$ cat src/aspc_pkg.sv
`default_nettype none

package aspc_pkg;

    // Fixed-point angle format: unit one degree, 16 fractional bits
    localparam int FRAC_BITS   = 16;
    localparam int GUARD_BITS  = 16;
    localparam int ANGLE_REG_W = 9;
    localparam int ANG_W       = ANGLE_REG_W + FRAC_BITS;
    localparam int ZW          = 24;
    localparam int ATAN_W      = 22;
    localparam int COLOR_W     = 32;
    localparam int CFG_DATA_W  = 32;
    localparam int CFG_INDEX_W = 3;

    localparam logic [ANGLE_REG_W-1:0] ANGLE_MAX = 9'd360;

    localparam logic [ANG_W-1:0] DEG45  = ANG_W'(45)  << FRAC_BITS;
    localparam logic [ANG_W-1:0] DEG90  = ANG_W'(90)  << FRAC_BITS;
    localparam logic [ANG_W-1:0] DEG180 = ANG_W'(180) << FRAC_BITS;
    localparam logic [ANG_W-1:0] DEG360 = ANG_W'(360) << FRAC_BITS;

    // Octant clamp bounds in the signed CORDIC angle format
    localparam logic signed [ZW-1:0] Z_LO_MIN = ZW'(1);
    localparam logic signed [ZW-1:0] Z_LO_MAX = ZW'((45 << FRAC_BITS) - 1);
    localparam logic signed [ZW-1:0] Z_HI_MIN = ZW'((45 << FRAC_BITS) + 1);
    localparam logic signed [ZW-1:0] Z_HI_MAX = ZW'((90 << FRAC_BITS) - 1);

    // atan(2^-i) in degrees, scaled by 2^16 and rounded
    localparam logic [ATAN_W-1:0] ATAN_TABLE [0:31] = '{
        22'd2949120, 22'd1740967, 22'd919879, 22'd466945,
        22'd234379,  22'd117304,  22'd58666,  22'd29335,
        22'd14668,   22'd7334,    22'd3667,   22'd1833,
        22'd917,     22'd458,     22'd229,    22'd115,
        22'd57,      22'd29,      22'd14,     22'd7,
        22'd4,       22'd2,       22'd1,      22'd0,
        22'd0,       22'd0,       22'd0,      22'd0,
        22'd0,       22'd0,       22'd0,      22'd0
    };

    typedef enum logic [CFG_INDEX_W-1:0] {
        REG_CENTER_X,
        REG_CENTER_Y,
        REG_ARC_RADIUS,
        REG_START_ANGLE,
        REG_END_ANGLE,
        REG_FILLED_MODE,
        REG_DRAW_COLOR
    } cfg_index_t;

    typedef enum logic [1:0] {
        Q_FIRST,
        Q_SECOND,
        Q_THIRD,
        Q_FOURTH
    } quad_t;

    // Directions decided exactly, without the CORDIC result
    typedef enum logic [1:0] {
        SP_NONE,
        SP_ZERO,
        SP_RIGHT,
        SP_DIAG
    } special_t;

    typedef struct packed {
        quad_t    quad;
        special_t special;
        logic     octant_lo;
        logic     dist_ok;
    } ctrl_t;

endpackage

`default_nettype wire

$ cat src/aspc_cordic_cell.sv
`default_nettype none

module aspc_cordic_cell
    import aspc_pkg::*;
#(
    parameter int COORD_WIDTH = 12,
    parameter int STAGE       = 0
)
(
    input  wire logic                                         clk,
    input  wire logic                                         rst_n,
    input  wire logic                                         valid_in,
    input  wire ctrl_t                                        ctrl_in,
    input  wire logic [COORD_WIDTH-1:0]                       px_in,
    input  wire logic [COORD_WIDTH-1:0]                       py_in,
    input  wire logic signed [COORD_WIDTH+GUARD_BITS+3:0]     x_in,
    input  wire logic signed [COORD_WIDTH+GUARD_BITS+3:0]     y_in,
    input  wire logic signed [ZW-1:0]                         z_in,
    output logic                                              valid_out,
    output ctrl_t                                             ctrl_out,
    output logic [COORD_WIDTH-1:0]                            px_out,
    output logic [COORD_WIDTH-1:0]                            py_out,
    output logic signed [COORD_WIDTH+GUARD_BITS+3:0]          x_out,
    output logic signed [COORD_WIDTH+GUARD_BITS+3:0]          y_out,
    output logic signed [ZW-1:0]                              z_out
);

    localparam int XW = COORD_WIDTH + GUARD_BITS + 4;
    localparam logic signed [ZW-1:0] ANGLE_STEP = ZW'(ATAN_TABLE[STAGE]);

    logic                  valid_reg;
    ctrl_t                 ctrl_reg;
    logic [COORD_WIDTH-1:0] px_reg;
    logic [COORD_WIDTH-1:0] py_reg;
    logic signed [XW-1:0]  x_reg;
    logic signed [XW-1:0]  y_reg;
    logic signed [ZW-1:0]  z_reg;
    logic signed [XW-1:0]  x_next;
    logic signed [XW-1:0]  y_next;
    logic signed [ZW-1:0]  z_next;

    // Rotate toward the x axis by one micro-angle
    always_comb
    begin
        if (!y_in[XW-1])
        begin
            x_next = x_in + (y_in >>> STAGE);
            y_next = y_in - (x_in >>> STAGE);
            z_next = z_in + ANGLE_STEP;
        end
        else
        begin
            x_next = x_in - (y_in >>> STAGE);
            y_next = y_in + (x_in >>> STAGE);
            z_next = z_in - ANGLE_STEP;
        end
    end

    // Advance the valid flag
    always_ff @(posedge clk or negedge rst_n)
    begin
        if (!rst_n)
        begin
            valid_reg <= 1'b0;
        end
        else
        begin
            valid_reg <= valid_in;
        end
    end

    // Hand the vector and the pixel data to the next cell
    always_ff @(posedge clk)
    begin
        ctrl_reg <= ctrl_in;
        px_reg   <= px_in;
        py_reg   <= py_in;
        x_reg    <= x_next;
        y_reg    <= y_next;
        z_reg    <= z_next;
    end

    assign valid_out = valid_reg;
    assign ctrl_out  = ctrl_reg;
    assign px_out    = px_reg;
    assign py_out    = py_reg;
    assign x_out     = x_reg;
    assign y_out     = y_reg;
    assign z_out     = z_reg;

endmodule

`default_nettype wire

$ cat config.mk
export PLATFORM = sky130hd
export DESIGN_NAME = aspc_cordic_cell
export DESIGN_NICKNAME = d
export VERILOG_FILES = /design/src/aspc_pkg.sv /design/src/aspc_cordic_cell.sv
export SDC_FILE = /design/constraint.sdc
export NUM_CORES = 1
export LEC_CHECK = 0
export CAP_MARGIN = 10
export CELL_PAD_IN_SITES_DETAIL_PLACEMENT = 0
export CELL_PAD_IN_SITES_GLOBAL_PLACEMENT = 1
export CORE_ASPECT_RATIO = 1.5
export CORE_UTILIZATION = 30
export DETAILED_ROUTE_END_ITERATION = 6
export DONT_BUFFER_PORTS = 1
export GPL_TIMING_DRIVEN = 1
export MAX_ROUTING_LAYER = met4
export PLACE_DENSITY = 0.63
export SLEW_MARGIN = 10
export SYNTH_ARGS = -nofsm -noshare
export SYNTH_HDL_FRONTEND = slang
export SYNTH_SLANG_ARGS = --single-unit
$ cat constraint.sdc
create_clock -name clk -period 0.9 [get_ports clk]
set_clock_uncertainty 0.1 [all_clocks]
set_input_delay 0.27 -clock clk [delete_from_list [all_inputs] [get_ports clk]]
set_output_delay 0.27 -clock clk [all_outputs]
set_load 0.01 [all_outputs]
==> flow_summary.toml <==
[grt]
track_usage_pct = 22.0
grt_start_max_net_pins = 87
overflow = 0
grt_pass1_vias = 8086
grt_pass1_wl_mm = 42.8
grt_antenna_before_repair = 0

[yosys]
synth-edff-count = 0
synth_ff_type = "dfxtp_1"
synthesis.nets = 1149
yosysWarnings = 0
synthCells = 924
yosys_register_bits = 118
seq_area_frac_synth_pct = 30.7
synth_area_per_cell_um2 = 8.35
syn-cell-area_mm2 = 0.00771
async_flop_share_pct = 0.847
yosysUniqueCellTypes = 64

[cts]
tritoncts_num_sinks = 118
hold_buffers = 53
cts_htree_levels = 4
clockRootBuffer = "clkbuf_16"
clk_pin_slew_ps = 60
cts.path.max_buffers = 2
cts_buffers = 17
cts_tree = "done"

[timing]
slew_headroom_pct = 59.7
hold_ws_ps = -117
clock.fmax_mhz = 410
finalHoldViolations = 2
setup_slack_ps = -1540
drv_slew = 0
tns_ps = -94180
period_share_pct = 271
worst_pin_slew_ps = 604
rsz0062_at_grt = "yes"
setup_violations = 183
period_minus_slack_ps = 2440

[floorplan]
die_area_mm2 = 0.0264
die_w_um = 133
num_rows = 71
die_h_um = 198
num_io_pins = 240
start_util_pct = 30.7
core_mm2 = 0.0251

[worst_setup_path]
critPathKind = "input port to flop"
critPathLaunchType = "input port"
crit_required_ps = 1120
critPathMaxFanout = 3
endpoint_kind = "flop"
arrival_ps = 2660

[pwr]
ir_drop_v = 0.00145
p_leak_nw = 5.72
p_comb_share_pct = 33.3
switching_share_pct = 33.5
power_density_mw_per_mm2 = 1650
p_switching_w = 0.00716
intPower_w = 0.0142
clkPwrFrac_pct = 33.4
pwr-share-seq_pct = 33.3

[drt]
viasPerCell = 4.84
wl_per_cell_um = 17.8
vias = 7646
drc = 0
firstDrtPassIters = 4
ant_nets = 0
drt_iter0_markers = 250
drt-total-wl_mm = 28.1

[placement]
dp_hpwl_mm = 21.5
place.gp.congestion = 0.923
io_buffers = 0

[final_layout]
antenna_cells = 0
layout_commonest_cell = "buf_4"
layout-drive-gt1-share_pct = 53.0
final_nets = 1464
fillers = 2345
area_delta_synth_final_pct = 67.7
layout_common_cells = "buf_4, dfxtp_2, inv_1"

[job]
max_cap_violations = 0

[min_path]
holdCritPathClass = "input port to flop"

[outcome]
status = "finished, violations left"
failed_checks = "hold timing, setup timing"
## power groups by stage
stage / sequential (W) / clock (W) / combinational (W)
finish: 0.00711 / 0.00713 / 0.00712
global route: 0.00721 / 0.00756 / 0.00770
CTS: 0.00712 / 0.00731 / 0.00644
detailed placement: 0.00703 / 0 / 0.00552
global placement: 0.00705 / 0 / 0.00554
floorplan: 0.00687 / 0 / 0.00339
## registers in the layout (all words and copies together) (netlist names)
name and count:
y_out 32, x_out 31, z_out 24, px_out 12, py_out 12, ctrl_out 6, valid_out 1
## kinds of logic (layout without fill, tap and decap cells)
| logic type | count (synthesis) | after routing | synth area share (%) |
|---|---|---|---|
| buffers and inverters | 147 | 475 | 7.53 |
| AND/OR/NAND/NOR | 176 | 176 | 10.4 |
| AO/OA/AOI/OAI | 295 | 295 | 24.3 |
| flip-flops | 118 | 118 | 30.7 |
| adder cells (fa/ha/maj) | 104 | 104 | 17.3 |
| XOR/XNOR | 67 | 67 | 7.61 |
| multiplexers | 17 | 17 | 2.21 |
## worst paths after layout
check                      slack, ps  cells past startpoint                  end     start
setup / recovery               -1540                     11    y_out[31]$_DFF_P_  y_in[17]
hold / removal                  -120                      1     y_out[1]$_DFF_P_  y_in[31]
max in group asynchronous        100                      2  valid_out$_DFF_PN0_     rst_n
min in group asynchronous        490                      2  valid_out$_DFF_PN0_     rst_n
## routing by layer
layer  up-vias  wire length (um)  global-route usage, %  share of wire [%]
li1       3798                 -                      -                  -
met1      3557             10400                   21.5                 37
met2       236             15500                   41.1                 55
met3        55              1510                   5.22                5.4
met4         0               766                   9.15                2.7
met5         -                 0                      -                  0
## final cells by class
class / count / area [um2] / share of cell area (%)
Timing Repair Buffer: 336 / 2800 / 21.6
Multi-Input combinational cell: 659 / 6120 / 47.3
Clock buffer: 17 / 425 / 3.29
Sequential cell: 118 / 2520 / 19.5
Tap cell: 328 / 410 / 3.17
Clock inverter: 15 / 179 / 1.38
Inverter: 107 / 479 / 3.70
## timing repair
action                     CTS  global route
pin swaps                  110           140
setup buffers               37            28
gates resized for setup    241           120
hold endpoints to repair    94            40
setup endpoints to repair  182           184
## critical path, cell delays in order
cell	delay, ps
ha_4	230
nor4_4	320
nand3_2	120
or4b_4	550
o21ai_4	200
nor3_2	80
o41ai_2	280
buf_4	170
a211o_1	170
o22ai_2	100
xor2_1	170
## through the flow
stage                     total power [W]  std cells  utilization (%)  cell area (um2)  setup slack, ps
final                              0.0214       1580             51.5            12900            -1540
after global routing               0.0225       1580             51.5            12900            -1650
after CTS                          0.0209       1558             48.6            12200            -1590
after detailed placement           0.0126       1441             40.3            10100            -2150
after global placement             0.0126       1441             40.3            10100            -2100
after floorplan                    0.0103        924                -             8300            -1830
## Yosys cell counts (17+ instances only)
cell      count  area [um2]
a21o_1       19         143
ha_1        100        1250
inv_1        98         368
nor2_1       71         267
xnor2_1      58         508
clkbuf_1     24        90.1
o21ai_0      42         210
nand2_1      50         188
a21oi_1     119         596
dfxtp_1     117        2340
o21bai_1     23         173
mux2i_1      17         170
Power figures use the tool's default switching activity.
