==> src/aspc_pkg.sv <==
`default_nettype none

package aspc_pkg;

    // Fixed-point angle format: unit one degree, 16 fractional bits
    localparam int FRAC_BITS   = 16;
    localparam int GUARD_BITS  = 16;
    localparam int ANGLE_REG_W = 9;
    localparam int ANG_W       = ANGLE_REG_W + FRAC_BITS;
    localparam int ZW          = 24;
    localparam int ATAN_W      = 22;
    localparam int COLOR_W     = 32;
    localparam int CFG_DATA_W  = 32;
    localparam int CFG_INDEX_W = 3;

    localparam logic [ANGLE_REG_W-1:0] ANGLE_MAX = 9'd360;

    localparam logic [ANG_W-1:0] DEG45  = ANG_W'(45)  << FRAC_BITS;
    localparam logic [ANG_W-1:0] DEG90  = ANG_W'(90)  << FRAC_BITS;
    localparam logic [ANG_W-1:0] DEG180 = ANG_W'(180) << FRAC_BITS;
    localparam logic [ANG_W-1:0] DEG360 = ANG_W'(360) << FRAC_BITS;

    // Octant clamp bounds in the signed CORDIC angle format
    localparam logic signed [ZW-1:0] Z_LO_MIN = ZW'(1);
    localparam logic signed [ZW-1:0] Z_LO_MAX = ZW'((45 << FRAC_BITS) - 1);
    localparam logic signed [ZW-1:0] Z_HI_MIN = ZW'((45 << FRAC_BITS) + 1);
    localparam logic signed [ZW-1:0] Z_HI_MAX = ZW'((90 << FRAC_BITS) - 1);

    // atan(2^-i) in degrees, scaled by 2^16 and rounded
    localparam logic [ATAN_W-1:0] ATAN_TABLE [0:31] = '{
        22'd2949120, 22'd1740967, 22'd919879, 22'd466945,
        22'd234379,  22'd117304,  22'd58666,  22'd29335,
        22'd14668,   22'd7334,    22'd3667,   22'd1833,
        22'd917,     22'd458,     22'd229,    22'd115,
        22'd57,      22'd29,      22'd14,     22'd7,
        22'd4,       22'd2,       22'd1,      22'd0,
        22'd0,       22'd0,       22'd0,      22'd0,
        22'd0,       22'd0,       22'd0,      22'd0
    };

    typedef enum logic [CFG_INDEX_W-1:0] {
        REG_CENTER_X,
        REG_CENTER_Y,
        REG_ARC_RADIUS,
        REG_START_ANGLE,
        REG_END_ANGLE,
        REG_FILLED_MODE,
        REG_DRAW_COLOR
    } cfg_index_t;

    typedef enum logic [1:0] {
        Q_FIRST,
        Q_SECOND,
        Q_THIRD,
        Q_FOURTH
    } quad_t;

    // Directions decided exactly, without the CORDIC result
    typedef enum logic [1:0] {
        SP_NONE,
        SP_ZERO,
        SP_RIGHT,
        SP_DIAG
    } special_t;

    typedef struct packed {
        quad_t    quad;
        special_t special;
        logic     octant_lo;
        logic     dist_ok;
    } ctrl_t;

endpackage

`default_nettype wire

==> src/aspc_front.sv <==
`default_nettype none

module aspc_front
    import aspc_pkg::*;
#(
    parameter int COORD_WIDTH = 12
)
(
    input  wire logic                         clk,
    input  wire logic                         rst_n,
    input  wire logic                         accept,
    input  wire logic [COORD_WIDTH-1:0]       pixel_x,
    input  wire logic [COORD_WIDTH-1:0]       pixel_y,
    input  wire logic signed [COORD_WIDTH:0]  center_x,
    input  wire logic signed [COORD_WIDTH:0]  center_y,
    input  wire logic [COORD_WIDTH-1:0]       arc_radius,
    input  wire logic                         filled_mode,
    output logic                              valid_out,
    output ctrl_t                             ctrl_out,
    output logic [COORD_WIDTH-1:0]            px_out,
    output logic [COORD_WIDTH-1:0]            py_out,
    output logic [COORD_WIDTH:0]              ax_out,
    output logic [COORD_WIDTH:0]              ay_out
);

    localparam int DW = COORD_WIDTH + 2;
    localparam int AW = COORD_WIDTH + 1;
    localparam int RW = 2 * COORD_WIDTH;
    localparam int SW = 2 * AW;
    localparam int D2W = SW + 1;

    // Stage A: offsets from the center
    logic                   a_valid_reg;
    logic [COORD_WIDTH-1:0] a_px_reg;
    logic [COORD_WIDTH-1:0] a_py_reg;
    logic signed [DW-1:0]   a_dx_reg;
    logic signed [DW-1:0]   a_dy_reg;

    // Stage B: magnitudes, quadrant, squares
    logic                   b_valid_reg;
    logic [COORD_WIDTH-1:0] b_px_reg;
    logic [COORD_WIDTH-1:0] b_py_reg;
    logic [AW-1:0]          b_ax_reg;
    logic [AW-1:0]          b_ay_reg;
    quad_t                  b_quad_reg;
    logic [SW-1:0]          b_sqx_reg;
    logic [SW-1:0]          b_sqy_reg;

    // Stage C: distance verdict and exact directions
    logic                   c_valid_reg;
    ctrl_t                  c_ctrl_reg;
    logic [COORD_WIDTH-1:0] c_px_reg;
    logic [COORD_WIDTH-1:0] c_py_reg;
    logic [AW-1:0]          c_ax_reg;
    logic [AW-1:0]          c_ay_reg;

    // Radius bounds, refreshed from the registers every cycle
    logic [RW-1:0]          r2_reg;
    logic [RW-1:0]          low_reg;

    logic signed [DW-1:0]   dx_next;
    logic signed [DW-1:0]   dy_next;
    logic signed [DW-1:0]   abs_x;
    logic signed [DW-1:0]   abs_y;
    logic signed [2*DW-1:0] prod_x;
    logic signed [2*DW-1:0] prod_y;
    quad_t                  quad_next;
    logic [D2W-1:0]         d2;
    logic                   dist_next;
    special_t               special_next;
    ctrl_t                  ctrl_next;
    logic [COORD_WIDTH-1:0] r_minus;
    logic [RW-1:0]          r2_next;
    logic [RW-1:0]          low_next;

    // Offsets
    assign dx_next = $signed({2'b00, pixel_x}) - DW'(center_x);
    assign dy_next = $signed({2'b00, pixel_y}) - DW'(center_y);

    // Magnitudes and squares
    assign abs_x  = a_dx_reg[DW-1] ? -a_dx_reg : a_dx_reg;
    assign abs_y  = a_dy_reg[DW-1] ? -a_dy_reg : a_dy_reg;
    assign prod_x = a_dx_reg * a_dx_reg;
    assign prod_y = a_dy_reg * a_dy_reg;

    // Pick the quadrant; the center itself maps to angle zero
    always_comb
    begin
        if ((a_dx_reg > 0) && (a_dy_reg >= 0))
        begin
            quad_next = Q_FIRST;
        end
        else if ((a_dx_reg <= 0) && (a_dy_reg > 0))
        begin
            quad_next = Q_SECOND;
        end
        else if ((a_dx_reg < 0) && (a_dy_reg <= 0))
        begin
            quad_next = Q_THIRD;
        end
        else if (a_dy_reg < 0)
        begin
            quad_next = Q_FOURTH;
        end
        else
        begin
            quad_next = Q_FIRST;
        end
    end

    // Test the squared distance against the ring
    assign d2        = {1'b0, b_sqx_reg} + {1'b0, b_sqy_reg};
    assign dist_next = (d2 <= D2W'(r2_reg)) && (d2 >= D2W'(low_reg));

    // Decide axis and diagonal directions exactly
    always_comb
    begin
        if (b_ay_reg == '0)
        begin
            special_next = SP_ZERO;
        end
        else if (b_ax_reg == '0)
        begin
            special_next = SP_RIGHT;
        end
        else if (b_ax_reg == b_ay_reg)
        begin
            special_next = SP_DIAG;
        end
        else
        begin
            special_next = SP_NONE;
        end
    end

    always_comb
    begin
        ctrl_next.quad      = b_quad_reg;
        ctrl_next.special   = special_next;
        ctrl_next.octant_lo = (b_ay_reg < b_ax_reg);
        ctrl_next.dist_ok   = dist_next;
    end

    // Inner bound: none for a filled sector or a zero radius
    assign r_minus  = arc_radius - COORD_WIDTH'(1);
    assign r2_next  = arc_radius * arc_radius;
    assign low_next = (filled_mode || (arc_radius == '0)) ? '0 : r_minus * r_minus;

    // Advance the valid flags
    always_ff @(posedge clk or negedge rst_n)
    begin
        if (!rst_n)
        begin
            a_valid_reg <= 1'b0;
            b_valid_reg <= 1'b0;
            c_valid_reg <= 1'b0;
        end
        else
        begin
            a_valid_reg <= accept;
            b_valid_reg <= a_valid_reg;
            c_valid_reg <= b_valid_reg;
        end
    end

    // Advance the payload
    always_ff @(posedge clk)
    begin
        a_px_reg   <= pixel_x;
        a_py_reg   <= pixel_y;
        a_dx_reg   <= dx_next;
        a_dy_reg   <= dy_next;

        b_px_reg   <= a_px_reg;
        b_py_reg   <= a_py_reg;
        b_ax_reg   <= abs_x[AW-1:0];
        b_ay_reg   <= abs_y[AW-1:0];
        b_quad_reg <= quad_next;
        b_sqx_reg  <= prod_x[SW-1:0];
        b_sqy_reg  <= prod_y[SW-1:0];

        c_ctrl_reg <= ctrl_next;
        c_px_reg   <= b_px_reg;
        c_py_reg   <= b_py_reg;
        c_ax_reg   <= b_ax_reg;
        c_ay_reg   <= b_ay_reg;

        r2_reg     <= r2_next;
        low_reg    <= low_next;
    end

    assign valid_out = c_valid_reg;
    assign ctrl_out  = c_ctrl_reg;
    assign px_out    = c_px_reg;
    assign py_out    = c_py_reg;
    assign ax_out    = c_ax_reg;
    assign ay_out    = c_ay_reg;

endmodule

`default_nettype wire

==> config.mk <==
export PLATFORM = sky130hd
export DESIGN_NAME = aspc_front
export DESIGN_NICKNAME = d
export VERILOG_FILES = /design/src/aspc_pkg.sv /design/src/aspc_front.sv
export SDC_FILE = /design/constraint.sdc
export NUM_CORES = 2
export LEC_CHECK = 0
export BUFFER_PORTS_ARGS = -buffer_cell sky130_fd_sc_hd__buf_2
export CELL_PAD_IN_SITES_DETAIL_PLACEMENT = 1
export CELL_PAD_IN_SITES_GLOBAL_PLACEMENT = 1
export CORE_MARGIN = 2
export CORE_UTILIZATION = 45
export DETAILED_ROUTE_END_ITERATION = 10
export PLACE_DENSITY_LB_ADDON = 0.1
export SLEW_MARGIN = 20
export SYNTH_ARGS = -nofsm -noshare
export SYNTH_HDL_FRONTEND = slang
export SYNTH_SLANG_ARGS = --single-unit
==> constraint.sdc <==
create_clock -name clk -period 5.5 [get_ports clk]
set_input_delay 0.275 -clock clk [delete_from_list [all_inputs] [get_ports clk]]
set_output_delay 0.275 -clock clk [all_outputs]
set_load 0.03 [all_outputs]
==> out/results.txt <==
status - complete, but fails checks
failing checks - setup timing
Syn-to-layout area delta - 24.1%
#FFs+latches synth - 257
CTS tree - built
Max Slew Vio Count - 0
number of max-cap violations - 0
met2 GRT Util - 0.480
final worst slack - -0.296 ns
first-pass GRT wire length - 136 mm
EDFF count, synth - 0
R2R Setup Slk - -0.30 ns
cell repeated most along the worst path - fa_1
hpwl dp - 68.9 mm
Startpoint Class - flop
Least-Margin Pin Slew - 0.727 ns
n_diodes - 0
Mean Syn Cell Area - 9.52 sq um
Seq/Total Area, Yosys - 0.174
Post-synth top flop - dfxtp_1
DRC errors left - 0
FP Rows - 94
IO buf count - 122
CP startpoint - a_dy_reg[9]
largest net degree at the start of global routing - 27
Mapped Cells - 3,122
die area - 68,100 sq um
routed vias - 22,600
Tmin final - 5.80 ns
CTS root buf - clkbuf_16
die height - 261 um
RSZ-0062 raised after global routing - yes
final wirelength - 82.7 mm
Nets - 4,538
Synth area leader - fa_1
Total GRT Usage - 0.250
Via density - 5.01
htree depth - 1
max_slew headroom - 0.516
core footprint - 65,600 sq um
Finished Cell Area - 36,900 sq um
Yosys top cell area share - 0.328
CTS Buffer Depth - 3
final design utilization - 0.562
DRT antenna net count - 0
CTS clk-pin slew, worst paths - 0.07 ns
HP Class - primary input to asynchronous set/reset pin
Crit Path Max Fanout - 4
Req. time, crit path - 5.96 ns
WS Path Type - flop to flop
Yosys cell types - 78
Starting Density - 0.453
number of global-route vias before repair - 26,700
Post-DP Area - 34,000 sq um
final-report hold violation count - 0
gp weighted congestion - 0.879
WP data arrival - 6.25 ns
largest cells by area after synthesis - fa_1, dfxtp_1, ha_1
io pins - 123
antenna violations before repair - 0
final global-route overflow total - 0
Worst Path Buf+Inv - 2
syn nets - 4,029
asr flop ratio synth - 0.0117
first drt pass iteration count - 5
critical path endpoint category - flop
Largest delay share family, worst path - adder cells
most crowded layer after global routing - met2
DR WL/cell - 18.3 um
GR Layer Usage met1 - 0.292
Chip Width - 261 um
met3 usage - 0.0244
crit-path cells - buf_6, and2_4, fa_1, fa_1, fa_1, fa_1, fa_1, fa_1, ha_4, a21o_1, a21o_1, a21oi_2, o211ai_2, buf_4, a2111oi_4, nor2_2, o41ai_2, xnor2_1
Reg-to-Reg Start - a_dy_reg[9]
slowest stage cell, crit path - fa_1
Setup TNS - -1.31 ns
Worst-Skew Late Latency - 0.59 ns
layout cells sized above 1 - 0.237
TritonCTS buffer count - 31
Final Cycle Share - 1.05
Iter 0 DRT Violations - 646
worst clock skew - 0.0214 ns
YS warnings - 0
fmax - 0.173 GHz
Clock Sinks - 257
setup violators final - 10
CP peak stage delay - 0.58 ns
cell area after synthesis - 29,700 sq um
==> area by class of cell <==
class                      count  area, sq um
inverter                     713         2710
multi-input combinational   2092        22800
sequential                   257         5250
timing repair buffer         536         3940
clock inverter                25          323
fill                        7432        28700
tap                          864         1080
clock buffer                  32          801
==> cells in the mapped netlist, types with 9 or more instances <==
cell type / count
ha_1: 354
nor2_1: 233
nor4_1: 9
clkinv_1: 10
a21o_1: 44
a211oi_1: 17
nand4_1: 12
nor3_1: 28
and3_1: 16
and2_1: 106
fa_1: 487
o21a_1: 15
xnor2_1: 145
o21ai_0: 62
o31ai_1: 10
clkbuf_1: 54
nand2_1: 187
o21bai_1: 12
xor2_1: 37
nor2b_1: 22
o211ai_1: 9
dfxtp_1: 254
a21oi_1: 96
nand2b_1: 30
nand3_1: 32
inv_1: 700
a31oi_1: 9
==> placed cells by master, fill, tap and decap left out, types with 12 or more instances in the layout <==
| cell | netlist | routed |
|---|---|---|
| a21oi_1 | 96 | 77 |
| ha_1 | 354 | 325 |
| nor2_1 | 233 | 206 |
| and2_4 | 0 | 13 |
| xor2_1 | 37 | 34 |
| nand2_2 | 1 | 14 |
| nand4_1 | 12 | 12 |
| nand2_1 | 187 | 166 |
| ha_4 | 0 | 27 |
| dfxtp_1 | 254 | 227 |
| a21oi_2 | 5 | 23 |
| and3_1 | 16 | 12 |
| dlygate4sd3_1 | 0 | 30 |
| nor2b_1 | 22 | 21 |
| a211oi_1 | 17 | 13 |
| fa_2 | 0 | 25 |
| nand2b_1 | 30 | 30 |
| and2_1 | 106 | 93 |
| buf_4 | 0 | 356 |
| xnor2_1 | 145 | 135 |
| clkbuf_16 | 0 | 32 |
| inv_1 | 700 | 670 |
| buf_2 | 3 | 119 |
| fa_1 | 487 | 462 |
| inv_2 | 3 | 30 |
| nor3_1 | 28 | 26 |
| clkinv_2 | 0 | 14 |
| o21a_1 | 15 | 15 |
| a21o_1 | 44 | 44 |
| o21ai_0 | 62 | 48 |
| nand3_1 | 32 | 30 |
| buf_6 | 2 | 27 |
| dfxtp_4 | 0 | 21 |
| nor2_2 | 0 | 21 |
==> worst register-to-register path: stages, from the launching register on <==
cell       delay, ns
dfxtp_4         0.38
buf_6           0.13
and2_4          0.16
fa_1            0.54
fa_1            0.44
fa_1            0.53
fa_1            0.44
fa_1            0.50
fa_1            0.58
ha_4            0.22
a21o_1          0.18
a21o_1          0.18
a21oi_2         0.20
o211ai_2        0.13
buf_4           0.16
a2111oi_4       0.33
nor2_2          0.09
o41ai_2         0.35
xnor2_1         0.13
==> worst paths after layout <==
check / endpoint / cells past startpoint
min reg2reg: px_out[3] / 0
max reg2reg: b_sqy_reg[24] / 18
min: valid_out / 2
max: b_sqy_reg[24] / 18
min in group clk: a_dy_reg[0] / 3
max in group asynchronous: a_valid_reg / 2
==> stage by stage <==
| step | hold WS, ns | setup WS, ns | std cells |
|---|---|---|---|
| after global routing | 0.0258 | -0.475 | 4519 |
| after floorplan | -0.0206 | -0.261 | 3122 |
| after CTS | 0.0125 | -0.384 | 4499 |
| after global placement | 0.0697 | -0.674 | 4384 |
| final | 0.0244 | -0.296 | 4519 |
| after detailed placement | 0.0731 | -0.772 | 4384 |
==> per-layer routing <==
metal / share of wire / vias to the layer above
li1: - / 10700
met1: 0.40 / 11500
met2: 0.54 / 326
met3: 0.026 / 144
met4: 0.031 / 0
met5: 0 / -
==> cell families after synthesis <==
| family | synth area share |
|---|---|
| muxes | 0.00265 |
| and+or+nand+nor | 0.116 |
| AOI/OAI and AO/OA | 0.0774 |
| xor gates and xnor gates | 0.0551 |
| adders and majority gates | 0.477 |
| DFF | 0.174 |
| buffers and inverters | 0.0982 |
==> what timing repair did <==
action / in CTS / in global routing
hold buffers: 30 / 0
setup endpoints to repair: 29 / 30
setup buffers: 30 / 23
endpoints found under the hold margin: 34 / 0
gates resized for setup: 153 / 157
pin swaps: 113 / 131
Power is left out: the tool's default activity adds up to more than one toggle a clock period on the data nets, which glitch-free logic cannot reach.
