==> config.mk <==
export PLATFORM = sky130hd
export DESIGN_NAME = aspc_back
export DESIGN_NICKNAME = d
export VERILOG_FILES = /design/src/aspc_pkg.sv /design/src/aspc_back.sv
export SDC_FILE = /design/constraint.sdc
export NUM_CORES = 1
export LEC_CHECK = 0
export BUFFER_PORTS_ARGS = -buffer_cell sky130_fd_sc_hd__buf_2
export CAP_MARGIN = 30
export CORE_ASPECT_RATIO = 1.2
export CORE_UTILIZATION = 55
export CTS_BUF_LIST = sky130_fd_sc_hd__clkbuf_16
export DETAILED_ROUTE_END_ITERATION = 7
export GPL_TIMING_DRIVEN = 0
export HOLD_SLACK_MARGIN = 0.06
export PLACE_DENSITY_LB_ADDON = 0.12
export SLEW_MARGIN = 0
export SYNTH_ARGS = -nofsm -noshare
export SYNTH_HDL_FRONTEND = slang
export SYNTH_SLANG_ARGS = --single-unit
==> constraint.sdc <==
create_clock -name clk -period 7.15 [get_ports clk]
set_input_delay 1.43 -clock clk [delete_from_list [all_inputs] [get_ports clk]]
set_output_delay 1.43 -clock clk [all_outputs]
set_load 0.03 [all_outputs]
==> src/aspc_pkg.sv <==
`default_nettype none

package aspc_pkg;

    // Fixed-point angle format: unit one degree, 16 fractional bits
    localparam int FRAC_BITS   = 16;
    localparam int GUARD_BITS  = 16;
    localparam int ANGLE_REG_W = 9;
    localparam int ANG_W       = ANGLE_REG_W + FRAC_BITS;
    localparam int ZW          = 24;
    localparam int ATAN_W      = 22;
    localparam int COLOR_W     = 32;
    localparam int CFG_DATA_W  = 32;
    localparam int CFG_INDEX_W = 3;

    localparam logic [ANGLE_REG_W-1:0] ANGLE_MAX = 9'd360;

    localparam logic [ANG_W-1:0] DEG45  = ANG_W'(45)  << FRAC_BITS;
    localparam logic [ANG_W-1:0] DEG90  = ANG_W'(90)  << FRAC_BITS;
    localparam logic [ANG_W-1:0] DEG180 = ANG_W'(180) << FRAC_BITS;
    localparam logic [ANG_W-1:0] DEG360 = ANG_W'(360) << FRAC_BITS;

    // Octant clamp bounds in the signed CORDIC angle format
    localparam logic signed [ZW-1:0] Z_LO_MIN = ZW'(1);
    localparam logic signed [ZW-1:0] Z_LO_MAX = ZW'((45 << FRAC_BITS) - 1);
    localparam logic signed [ZW-1:0] Z_HI_MIN = ZW'((45 << FRAC_BITS) + 1);
    localparam logic signed [ZW-1:0] Z_HI_MAX = ZW'((90 << FRAC_BITS) - 1);

    // atan(2^-i) in degrees, scaled by 2^16 and rounded
    localparam logic [ATAN_W-1:0] ATAN_TABLE [0:31] = '{
        22'd2949120, 22'd1740967, 22'd919879, 22'd466945,
        22'd234379,  22'd117304,  22'd58666,  22'd29335,
        22'd14668,   22'd7334,    22'd3667,   22'd1833,
        22'd917,     22'd458,     22'd229,    22'd115,
        22'd57,      22'd29,      22'd14,     22'd7,
        22'd4,       22'd2,       22'd1,      22'd0,
        22'd0,       22'd0,       22'd0,      22'd0,
        22'd0,       22'd0,       22'd0,      22'd0
    };

    typedef enum logic [CFG_INDEX_W-1:0] {
        REG_CENTER_X,
        REG_CENTER_Y,
        REG_ARC_RADIUS,
        REG_START_ANGLE,
        REG_END_ANGLE,
        REG_FILLED_MODE,
        REG_DRAW_COLOR
    } cfg_index_t;

    typedef enum logic [1:0] {
        Q_FIRST,
        Q_SECOND,
        Q_THIRD,
        Q_FOURTH
    } quad_t;

    // Directions decided exactly, without the CORDIC result
    typedef enum logic [1:0] {
        SP_NONE,
        SP_ZERO,
        SP_RIGHT,
        SP_DIAG
    } special_t;

    typedef struct packed {
        quad_t    quad;
        special_t special;
        logic     octant_lo;
        logic     dist_ok;
    } ctrl_t;

endpackage

`default_nettype wire

==> src/aspc_back.sv <==
`default_nettype none

module aspc_back
    import aspc_pkg::*;
#(
    parameter int COORD_WIDTH = 12
)
(
    input  wire logic                     clk,
    input  wire logic                     rst_n,
    input  wire logic                     valid_in,
    input  wire ctrl_t                    ctrl_in,
    input  wire logic [COORD_WIDTH-1:0]   px_in,
    input  wire logic [COORD_WIDTH-1:0]   py_in,
    input  wire logic signed [ZW-1:0]     z_in,
    input  wire logic [ANGLE_REG_W-1:0]   start_angle,
    input  wire logic [ANGLE_REG_W-1:0]   end_angle,
    input  wire logic [COLOR_W-1:0]       draw_color,
    output logic                          done,
    output logic [COORD_WIDTH-1:0]        out_x,
    output logic [COORD_WIDTH-1:0]        out_y,
    output logic                          write_enable,
    output logic [COLOR_W-1:0]            pixel_value
);

    // Stage 1: quadrant angle
    logic                   q_valid_reg;
    quad_t                  q_quad_reg;
    logic                   q_dist_reg;
    logic [COORD_WIDTH-1:0] q_px_reg;
    logic [COORD_WIDTH-1:0] q_py_reg;
    logic [ANG_W-1:0]       q_reg;

    // Stage 2: full angle
    logic                   f_valid_reg;
    logic                   f_dist_reg;
    logic [COORD_WIDTH-1:0] f_px_reg;
    logic [COORD_WIDTH-1:0] f_py_reg;
    logic [ANG_W-1:0]       a_reg;

    // Stage 3: result beat
    logic                   done_reg;
    logic [COORD_WIDTH-1:0] out_x_reg;
    logic [COORD_WIDTH-1:0] out_y_reg;
    logic                   we_reg;
    logic [COLOR_W-1:0]     value_reg;

    logic signed [ZW-1:0]   z_clamped;
    logic [ANG_W-1:0]       q_next;
    logic [ANG_W-1:0]       a_next;
    logic [ANG_W-1:0]       lo_bound;
    logic [ANG_W-1:0]       hi_bound;
    logic                   hit;

    // Clamp the CORDIC angle into the open octant
    always_comb
    begin
        if (ctrl_in.octant_lo)
        begin
            if (z_in < Z_LO_MIN)
            begin
                z_clamped = Z_LO_MIN;
            end
            else if (z_in > Z_LO_MAX)
            begin
                z_clamped = Z_LO_MAX;
            end
            else
            begin
                z_clamped = z_in;
            end
        end
        else
        begin
            if (z_in < Z_HI_MIN)
            begin
                z_clamped = Z_HI_MIN;
            end
            else if (z_in > Z_HI_MAX)
            begin
                z_clamped = Z_HI_MAX;
            end
            else
            begin
                z_clamped = z_in;
            end
        end
    end

    // Use exact angles on axes and diagonals
    always_comb
    begin
        case (ctrl_in.special)
            SP_ZERO:  q_next = '0;
            SP_RIGHT: q_next = DEG90;
            SP_DIAG:  q_next = DEG45;
            default:  q_next = ANG_W'($unsigned(z_clamped));
        endcase
    end

    // Unfold the quadrant angle to the full circle
    always_comb
    begin
        case (q_quad_reg)
            Q_FIRST:  a_next = q_reg;
            Q_SECOND: a_next = DEG180 - q_reg;
            Q_THIRD:  a_next = DEG180 + q_reg;
            Q_FOURTH: a_next = DEG360 - q_reg;
            default:  a_next = q_reg;
        endcase
    end

    // Compare against the mirrored sector bounds
    assign lo_bound = {ANGLE_MAX - end_angle, {FRAC_BITS{1'b0}}};
    assign hi_bound = {ANGLE_MAX - start_angle, {FRAC_BITS{1'b0}}};
    assign hit      = f_valid_reg && f_dist_reg && (a_reg >= lo_bound) && (a_reg <= hi_bound);

    // Advance the valid flags and the strobe
    always_ff @(posedge clk or negedge rst_n)
    begin
        if (!rst_n)
        begin
            q_valid_reg <= 1'b0;
            f_valid_reg <= 1'b0;
            done_reg    <= 1'b0;
            we_reg      <= 1'b0;
        end
        else
        begin
            q_valid_reg <= valid_in;
            f_valid_reg <= q_valid_reg;
            done_reg    <= f_valid_reg;
            we_reg      <= hit;
        end
    end

    // Advance the payload
    always_ff @(posedge clk)
    begin
        q_quad_reg <= ctrl_in.quad;
        q_dist_reg <= ctrl_in.dist_ok;
        q_px_reg   <= px_in;
        q_py_reg   <= py_in;
        q_reg      <= q_next;

        f_dist_reg <= q_dist_reg;
        f_px_reg   <= q_px_reg;
        f_py_reg   <= q_py_reg;
        a_reg      <= a_next;

        out_x_reg  <= f_px_reg;
        out_y_reg  <= f_py_reg;
        value_reg  <= hit ? draw_color : '0;
    end

    assign done         = done_reg;
    assign out_x        = out_x_reg;
    assign out_y        = out_y_reg;
    assign write_enable = we_reg;
    assign pixel_value  = value_reg;

endmodule

`default_nettype wire

==> results of run 1 <==
==> metal layers <==
layer	vias up	global-route usage, %
li1	2334	-
met1	2024	23.06
met2	173	41.38
met3	19	5.777
met4	0	9.254
met5	-	0
==> area by class of cell <==
| cell class | count | area, sq um | area share [%] |
|---|---|---|---|
| Buffer | 22 | 83.83 | 1.141 |
| Inverter | 56 | 210.2 | 2.861 |
| Multi-Input combinational cell | 320 | 2248 | 30.60 |
| Clock inverter | 15 | 163.9 | 2.231 |
| Clock buffer | 17 | 425.4 | 5.789 |
| Tap cell | 126 | 157.7 | 2.145 |
| Timing Repair Buffer | 163 | 815.8 | 11.10 |
| Sequential cell | 161 | 3243 | 44.13 |
==> worst paths after layout <==
kind / start / cells after the start / end / slack, ns
max: start_angle[0] / 14 / pixel_value[25]$_SDFF_PN0_ / 3.26
min: f_py_reg[2]$_DFF_P_ / 0 / out_y[2]$_DFF_P_ / 0.33
max reg2reg: q_quad_reg[0]$_DFF_P_ / 8 / a_reg[24]$_DFF_P_ / 4.14
min reg2reg: f_py_reg[2]$_DFF_P_ / 0 / out_y[2]$_DFF_P_ / 0.33
max in group asynchronous: rst_n / 1 / q_valid_reg$_DFF_PN0_ / 6.22
min in group asynchronous: rst_n / 1 / f_valid_reg$_DFF_PN0_ / 0.81
==> cells in the final DEF, fill, tap and decap left out, drive strengths merged, types with 5 or more instances in the layout <==
master	instances
clkbuf	37
clkinv	7
or4	5
xnor2	26
xor2	10
ha	27
o21ai	14
a21oi	21
a211oi	35
inv	64
nand2b	8
nand4	6
dfxtp	157
nor2b	9
o31ai	8
nand3	8
buf	165
nor4	13
nor3	20
nand2	22
nor2	31
==> synth_stat cells (all sizes together) (5+ instances only) <==
cell type	n	area (sq um)
nand2	22	82.58
inv	56	210.2
a21oi	21	105.1
nor2	31	116.4
dfxtp	157	3143
nor2b	9	56.30
nand2b	8	50.05
o31ai	8	60.06
xnor2	26	227.7
xor2	10	87.58
nand3	8	40.04
a211oi	35	262.8
clkbuf	20	75.07
nor4	13	96.34
ha	27	337.8
o21ai	14	70.07
nand4	6	37.54
nor3	20	100.1
or4	5	45.04
==> power breakdown <==
| group | total [W] | switching, W | leakage (nW) | internal (W) |
|---|---|---|---|---|
| Combinational | 0.000317 | 0.000187 | 1.77 | 0.000130 |
| Sequential | 0.000982 | 0.0000237 | 1.36 | 0.000958 |
| Clock | 0.000858 | 0.000389 | 0.289 | 0.000469 |
==> cell families (layout without fill, tap and decap cells) <==
group           count (synthesis)  count (layout)
mux                             2               2
flops                         161             161
other cells                     1               1
xor+xnor                       36              36
fa+ha+maj                      27              27
simple gates                  135             135
compound gates                119             119
buf+inv                        78             273
==> per-stage QoR <==
stage	std cells	power (W)	instance area, sq um	setup slack, ns	hold slack [ns]
after floorplan	559	0.001214	5786	3.466	0.3096
after global placement	848	0.001304	6759	2.927	0.3097
after detailed placement	848	0.001316	6759	2.831	0.3121
after CTS	880	0.002175	7348	3.245	0.3239
after global routing	880	0.002259	7348	3.044	0.3299
final	880	0.002156	7348	3.264	0.3251
==> results.md, run 1 <==
* Status: completed
* Rel. slew slack at 46.72%
* Clock tree sinks at 161
* Worst ir drop on vdd at 0.2243 mV
* Routed Antenna Nets at 0
* Number of synthesis warnings at 0
* Initial Utilization at 57.23%
* M1 wire length at 4.691 mm
* DRT iter0 DRCs at 113
* #FFs+latches synth at 161
* Initial antenna violation count at 0
* Final wirelength at 11.75 mm
* Largest family of logic cells by synthesized area: compound AO/OA/AOI/OAI gates
* Post-synthesis mux area share at 0.3676%
* Post-cts resize count at 0
* Die X at 95.63 microns
* Number of max-cap violations at 0
* Kind of critical path: in2reg
* DR vias at 4550
* Sequential area share after synthesis at 56.06%
* Final min period at 3.886 ns
* Critical Path RT at 7.42 ns
* 1st-pass router iterations at 4
* Die H at 114.4 microns
* First-pass GRT wire length at 18.69 mm
* Skew-Pair Late Insertion Delay at 0.41 ns
* Crit-path max FO at 10
* Cell variety after synth at 56
* Setup Buffers After CTS at 0
* Post-synthesis compound-gate area fraction at 14.62%
* Cell count after synthesis at 559
* Fmax at 0.2573 GHz
* Final Hold Vio Count at 0
* Vias per cell at 5.170
* Worst path max stage delay at 0.69 ns
* Dpl hpwl at 9.076 mm
* Crit path capture type: register
* Worst Setup Start Kind: primary input
* Die area at 10930 sq um
* Clk_skew at 0.01082 ns
* Simple-gate share of the synthesized area at 12.52%
* Leak at 3.415 nW
* ANT cells at 0
* H-tree depth at 4
* Xor/xnor share of the synthesized area at 5.450%
* # fillers at 759
* Inserted Clock Buffers at 17
* RSZ-0062 raised after global routing: false
* I/O pin total at 165
* Synth Cell Area at 5786 sq um
* Worst min-delay path class: reg2reg
* Top sig layer: met4
* Setup tns final at 0 ns
* Hold buffers post-CTS at 0
* Cell Pwr Density at 293.4 nW/um^2
* CP top delay family: compound AO/OA/AOI/OAI gates
* CP max stage cell: o31ai_1
* Congestion Overflow GR at 0
* Post-layout util at 72.69%
* Routed wl met3 at 784 microns
* Port Buf Inserts at 163
* Vias in the first global route at 4288
* Syn_nets at 693
* CTS clk-pin slew, worst paths at 0.07 ns
* Final worst path period share at 54.35%
* Slew Limit Fails at 0
* Largest net degree at the start of global routing at 19
* Share of flip-flops with an asynchronous set or reset at 2.484%
* Wire length on met2 at 6.079 mm
* Area share of fa/ha/maj cells after synthesis at 5.839%
* Synth Area per Inst at 10.35 sq um
* Global Route Usage Sum at 22.20%
* CP bufs+invs at 3
* CTS max path bufs at 2
* Post-synth EDFFs at 0
* Wirelength per Cell at 13.35 microns
* Area Overhead vs Synth at 27.01%
* Top_reg_cell synth: dfxtp_1
* Final Wtd Congestion at 0.8432
* Core Region at 10110 sq um
* Final net count at 875
* Largest register FFs at 32
* CTS tree: yes
* Arr. time, crit path at 4.15 ns
* CP Cell Sequence: buf_2 > inv_1 > ha_1 > nand2b_1 > a21oi_1 > nor2b_1 > xor2_1 > ha_1 > a211o_1 > a21oi_1 > o211a_1 > o31ai_1 > clkbuf_1 > a211oi_1
* Worst-margin pin slew at 0.7924 ns
* Final setup viols at 0
* Root buffer cell: clkbuf_16
* Layout cells sized above 1 at 27.32%
* DRC viols at 0
* Num rows at 40
Power figures use the tool's default switching activity.
==> run 2: changes to the inputs <==
--- a/config.mk
+++ b/config.mk
@@ -8,7 +8,7 @@
 export BUFFER_PORTS_ARGS = -buffer_cell sky130_fd_sc_hd__buf_2
 export CAP_MARGIN = 30
 export CORE_ASPECT_RATIO = 1.2
-export CORE_UTILIZATION = 55
+export CORE_UTILIZATION = 51
 export CTS_BUF_LIST = sky130_fd_sc_hd__clkbuf_16
 export DETAILED_ROUTE_END_ITERATION = 7
 export GPL_TIMING_DRIVEN = 0
==> constraint.sdc (replaced) <==
create_clock -name clk -period 3.98 [get_ports clk]
set_input_delay 0.796 -clock clk [delete_from_list [all_inputs] [get_ports clk]]
set_output_delay 0.796 -clock clk [all_outputs]
set_load 0.03 [all_outputs]
==> run 2 against run 1 <==
Cell count rose by 0.57%. Sequential share of layout area is 0.34 points lower. Flip-flop and latch count did not move. Global-route usage is 1.1 points lower. Hold slack worse by 0.14 ns. Sequential power is 80% higher. Via count fell by 1.1%.
==> results.md, run 2 (same netlist as run 1, synthesis figures left out) <==
* Worst reg2reg setup slack at 1.08 ns (-3.06 ns)
* Cell Pwr Density at 548.3 nW/um^2 (+87%)
* Worst min-delay path class: in2async
* CP max stage cell: o2111ai_1
* CTS clk-pin slew, worst paths at 0.06 ns (about the same)
* DR vias at 4498 (-1.1%)
* Die H at 118.7 microns (+3.8%)
* Dpl hpwl at 9.049 mm (-0.31%)
* Number of max-cap violations at 0 (unchanged)
* Area Overhead vs Synth at 28.01%
* Worst path max stage delay at 0.48 ns (-0.21 ns)
* Post-cts resize count at 0 (unchanged)
* DP Area at 6766 sq um (+0.11%)
* Kind of critical path: in2reg
* Crit-path max FO at 10 (unchanged)
* Power consumption at 0.004061 W (+88%)
* Crit path capture type: register
* H-tree depth at 4 (unchanged)
* CTS max path bufs at 2 (unchanged)
* CP bufs+invs at 3 (unchanged)
* Vias in the first global route at 4503 (+5.0%)
* Vias per cell at 5.082 (-1.7%)
* Clock tree sinks at 161 (unchanged)
* Layout cells sized above 1 at 27.36% (+0.036 points)
* RSZ-0062 raised after global routing: false
* Fmax at 0.3114 GHz
* Die area at 11780 sq um (+7.7%)
* Rel. slew slack at 50.51% (+3.8 points)
* Routed Antenna Nets at 0 (unchanged)
* Final net count at 875 (unchanged)
* Reg2Reg Capture Point: a_reg[24]$_DFF_P_
* CP top delay family: compound AO/OA/AOI/OAI gates
* I/O pin total at 165 (unchanged)
* Setup tns final at 0 ns (unchanged)
* Largest net degree at the start of global routing at 17 (-2)
* Initial Utilization at 52.43% (-4.8 points)
* Die X at 99.23 microns (+3.8%)
* First-pass GRT wire length at 19.82 mm (+6.1%)
* Largest register FFs at 32 (unchanged)
* Commonest non-fill, non-tap cell in the layout: buf_2
* Post-layout util at 67.11% (-5.6 points)
* Port Buf Inserts at 163 (unchanged)
* Core Region at 11040 sq um (+9.2%)
* Final wirelength at 11.76 mm (+0.11%)
* Arr. time, crit path at 3.48 ns (-0.67 ns)
* Final setup viols at 0 (unchanged)
* Initial antenna violation count at 0 (unchanged)
* Wirelength per Cell at 13.29 microns (-0.45%)
* Crit path depth at 14 (unchanged)
* CTS tree: yes
* Status: completed
* Setup Buffers After CTS at 0 (unchanged)
* Inserted Clock Buffers at 17 (unchanged)
* Leak at 3.437 nW (+0.65%)
* Global Route Usage Sum at 21.15% (-1.1 points)
* Most frequent cells in the layout: 164 x buf_2, 157 x dfxtp_1, 56 x inv_1
* Worst ir drop on vdd at 0.3321 mV (+48%)
* Worst Setup SP: end_angle[0]
* Final Hold Vio Count at 0 (unchanged)
* Root buffer cell: clkbuf_16
* Final Wtd Congestion at 0.8679 (+2.9%)
* Worst r2r src: q_quad_reg[0]$_DFF_P_
* DRC viols at 0 (unchanged)
* Final worst path period share at 80.67%
* Worst Setup Start Kind: primary input
* Hold buffers post-CTS at 0 (unchanged)
* Final worst setup slack at 0.7692 ns (-2.495 ns)
* DRT iter0 DRCs at 92 (-19%)
* Slew Limit Fails at 0 (unchanged)
* Num rows at 42 (+5.0%)
* Worst-margin pin slew at 0.7360 ns (-0.05636 ns)
* ANT cells at 0 (unchanged)
* Depth of the most critical reg-to-reg path at 8 (unchanged)
* Fin area at 7406 sq um (+0.78%)
* Skew-Pair Late Insertion Delay at 0.41 ns (about the same)
* 1st-pass router iterations at 5 (+1)
* Clk_skew at 0.01016 ns (-0.0006682 ns)
* Critical Path End: pixel_value[26]$_SDFF_PN0_
* Post-place setup slack at 0.3652 ns (-2.465 ns)
* Final min period at 3.211 ns
* Critical Path RT at 4.25 ns (-3.17 ns)
* CP Cell Sequence: buf_2 > inv_1 > ha_1 > nand2b_1 > a21oi_1 > nor2b_1 > xor2_1 > ha_1 > a21o_1 > a31oi_1 > o2111ai_1 > o2111ai_1 > clkbuf_1 > a211oi_1
* Congestion Overflow GR at 0 (unchanged)
-- run 2: stage by stage --
step	hold WS, ns	std cells
2_1_floorplan	0.3096	559
3_3_place_gp	0.3098	854
3_5_place_dp	0.3121	854
4_1_cts	0.1668	885
5_1_grt	0.1637	885
6_report	0.1808	885
-- run 2: per-layer routing --
layer,global-route usage (%),vias to the layer above,wire [microns],share of wire (%)
li1,-,2315,-,-
met1,21.41,2011,4777,41
met2,40.19,150,6137,52
met3,5.677,22,618,5.3
met4,8.548,0,227,1.9
met5,0,-,0,0
-- run 2: cell type report --
cell class                 instances  area (sq um)
sequential                       161          3243
clock inverter                    14         214.0
fill                             881          3630
buffer                            22         83.83
tap                              132         165.2
timing repair buffer             163         815.8
multi-input combinational        320          2248
inverter                          56         210.2
clock buffer                      17         425.4
-- run 2: worst min-delay path by stage --
stage / from / to / slack (ns) / cells past startpoint
floorplan: q_dist_reg$_DFF_P_ / f_dist_reg$_DFF_P_ / 0.31 / 0
global placement: q_px_reg[2]$_DFF_P_ / f_px_reg[2]$_DFF_P_ / 0.31 / 0
detailed placement: q_py_reg[6]$_DFF_P_ / f_py_reg[6]$_DFF_P_ / 0.31 / 0
CTS: rst_n / q_valid_reg$_DFF_PN0_ / 0.17 / 1
global route: rst_n / q_valid_reg$_DFF_PN0_ / 0.16 / 1
finish: rst_n / q_valid_reg$_DFF_PN0_ / 0.18 / 1
-- run 2: worst reg2reg max path, stage by stage (launching register included) --
cell and delay (ns):
dfxtp_1 0.37, clkbuf_1 0.38, clkbuf_1 0.41, nand2_1 0.22, ha_1 0.38, nor4bb_1 0.31
a21boi_1 0.22, o31ai_1 0.32, mux2i_1 0.23
-- run 2: power by group --
group / switching, W / leakage (nW) / internal, W
logic: 0.000332 / 1.77 / 0.000232
registers: 0.0000453 / 1.36 / 0.00172
clock network: 0.000658 / 0.312 / 0.00107
total: 0.00103 / 3.44 / 0.00303
==> run 3: changes to the inputs <==
==> constraint.sdc (replaced) <==
create_clock -name clk -period 3.2 [get_ports clk]
set_input_delay 0.64 -clock clk [delete_from_list [all_inputs] [get_ports clk]]
set_output_delay 0.64 -clock clk [all_outputs]
set_load 0.03 [all_outputs]
==> run 3 against run 2 <==
Non-clock buffer count rose by 1. Clock power is 24% higher. Power up 25%. Cell area increased by 0.37%. Global-route usage increased by 0.063 points. Routed wire length is 0.48% higher. Sequential share of layout area down 0.16 points. First-iteration DRC count down 22%. Cell count up 0.11%. Count of clock-buffer cells in the layout did not move. Combinational power is 26% higher.
==> results.md, run 3 (same netlist as run 1, synthesis figures left out) <==
* Initial Utilization at 52.43% (unchanged)
* Kind of critical path: in2reg
* Commonest non-fill, non-tap cell in the layout: buf_2
* Final worst setup slack at 0.2686 ns (-0.5006 ns)
* Worst min-delay path class: reg2reg
* Skew-Pair Late Insertion Delay at 0.41 ns (about the same)
* Post-place setup slack at -0.2588 ns (-0.6240 ns)
* Worst ir drop on vdd at 0.4136 mV (+25%)
* Crit path capture type: register
* Final wirelength at 11.82 mm (+0.48%)
* RSZ-0062 raised after global routing: false
* Congestion Overflow GR at 0 (unchanged)
* Final setup viols at 0 (unchanged)
* Crit-path max FO at 10 (unchanged)
* Global Route Usage Sum at 21.22% (+0.063 points)
* Die H at 118.7 microns (unchanged)
* Critical Path RT at 3.51 ns (-0.74 ns)
* Num rows at 42 (unchanged)
* Number of max-cap violations at 0 (unchanged)
* H-tree depth at 4 (unchanged)
* Area Overhead vs Synth at 28.48%
* Multi-input logic area at 2260 sq um (+0.50%)
* Worst path max stage delay at 0.52 ns (+0.04 ns)
* Setup tns final at 0 ns (unchanged)
* Setup Buffers After CTS at 0 (unchanged)
* Vias per cell at 5.076 (-0.14%)
* Arr. time, crit path at 3.24 ns (-0.24 ns)
* Fin area at 7433 sq um (+0.37%)
* CP top delay family: simple AND/OR/NAND/NOR gates
* 1st-pass router iterations at 4 (-1)
* # fillers at 881 (unchanged)
* Largest register FFs at 32 (unchanged)
* Root buffer cell: clkbuf_16
* Routed Antenna Nets at 0 (unchanged)
* Initial antenna violation count at 0 (unchanged)
* Final Hold Vio Count at 0 (unchanged)
* I/O pin total at 165 (unchanged)
* DRC viols at 0 (unchanged)
* Most frequent cells in the layout: 164 x buf_2, 157 x dfxtp_1, 56 x inv_1
* DR vias at 4497 (-0.022%)
* CTS tree: yes
* Clock tree sinks at 161 (unchanged)
* Leak at 3.455 nW (+0.55%)
* CP Cell Sequence: buf_2 > inv_1 > ha_1 > nand2b_1 > a21oi_1 > nor2b_1 > a21oi_1 > xnor2_1 > ha_1 > nand2_1 > or4_1 > clkbuf_1 > clkbuf_2 > a211oi_1
* CP bufs+invs at 4 (+1)
* Vias in the first global route at 4508 (+0.11%)
* Port Buf Inserts at 163 (unchanged)
* Worst Setup Start Kind: primary input
* Fmax at 0.3411 GHz
* Power consumption at 0.005060 W (+25%)
* CP max stage cell: or4_1
* Slew Limit Fails at 0 (unchanged)
* Post-layout util at 67.36% (+0.25 points)
* Final worst path period share at 91.61%
* Register Area at 3243 sq um (unchanged)
* Layout cells sized above 1 at 28.25% (+0.89 points)
* Final net count at 876 (+0.11%)
* Rel. slew slack at 60.24% (+9.7 points)
* CTS max path bufs at 2 (unchanged)
* Die area at 11780 sq um (unchanged)
* Final Wtd Congestion at 0.8679 (unchanged)
* Status: completed
* Die X at 99.23 microns (unchanged)
* Dpl hpwl at 9.049 mm (unchanged)
* Cell Pwr Density at 680.7 nW/um^2 (+24%)
* Largest net degree at the start of global routing at 17 (unchanged)
* Clk_skew at 0.01117 ns (+0.001015 ns)
* CTS clk-pin slew, worst paths at 0.06 ns (about the same)
* Final min period at 2.931 ns
* Core Region at 11040 sq um (unchanged)
* ANT cells at 0 (unchanged)
* First-pass GRT wire length at 19.87 mm (+0.25%)
* Worst-margin pin slew at 0.5902 ns (-0.1458 ns)
* DP Area at 6766 sq um (unchanged)
* DRT iter0 DRCs at 72 (-22%)
* Wirelength per Cell at 13.34 microns (+0.36%)
* Inserted Clock Buffers at 17 (unchanged)
==> run 3: cell types whose count changed in the layout (fill, tap and decap cells not counted) <==
cell and change:
o31ai_1 -1, o2111ai_1 -1, o2111ai_2 +1, clkbuf_2 +5, clkbuf_1 -5, dlygate4sd3_1 +1, o31ai_2 +1
==> run 3: worst paths after layout <==
| kind | start | endpoint | slack, ns | cells after the start |
|---|---|---|---|---|
| max | start_angle[0] | pixel_value[19]$_SDFF_PN0_ | 0.27 | 14 |
| max reg2reg | q_quad_reg[0]$_DFF_P_ | a_reg[24]$_DFF_P_ | 0.29 | 8 |
| min reg2reg | f_px_reg[1]$_DFF_P_ | out_x[1]$_DFF_P_ | 0.32 | 0 |
| min in group asynchronous | rst_n | q_valid_reg$_DFF_PN0_ | 0.58 | 2 |
| max in group asynchronous | rst_n | done$_DFF_PN0_ | 2.51 | 2 |
| min | f_px_reg[1]$_DFF_P_ | out_x[1]$_DFF_P_ | 0.32 | 0 |
==> run 3: area by class of cell <==
cell class,count,area share [%]
well taps,132,2.222
inverters,56,2.828
repair buffers,164,11.11
flip-flops and latches,161,43.63
multi-input cells,320,30.40
clock buffers,17,5.723
plain buffers,22,1.212
clock inverters,14,2.878
==> run 3: layer usage <==
| metal | vias to the layer above | wire length [microns] | part of all wire [%] | track usage, % |
|---|---|---|---|---|
| met5 | - | 0 | 0 | 0 |
| met4 | 0 | 221 | 1.9 | 8.548 |
| met3 | 21 | 647 | 5.5 | 5.677 |
| met2 | 146 | 6155 | 52 | 40.36 |
| met1 | 2013 | 4792 | 41 | 21.45 |
| li1 | 2317 | - | - | - |
==> run 3: timing repair <==
item | CTS | global route
hold buffers | 1 | 0
gates resized for setup | 0 | 12
hold endpoints to repair | 4 | 0
setup endpoints to repair | 0 | 30
==> run 3: power by group <==
part	internal [W]	switching (W)	total, W
logic	0.000293	0.000417	0.000709
registers	0.00214	0.0000567	0.00220
clock network	0.00133	0.000819	0.00215
total	0.00377	0.00129	0.00506
==> run 3: stage by stage <==
| step | std cells | hold WS (ns) |
|---|---|---|
| floorplan | 559 | 0.3096 |
| global placement | 854 | 0.3098 |
| detailed placement | 854 | 0.3121 |
| CTS | 886 | 0.3137 |
| global route | 886 | 0.3016 |
| finish | 886 | 0.3223 |
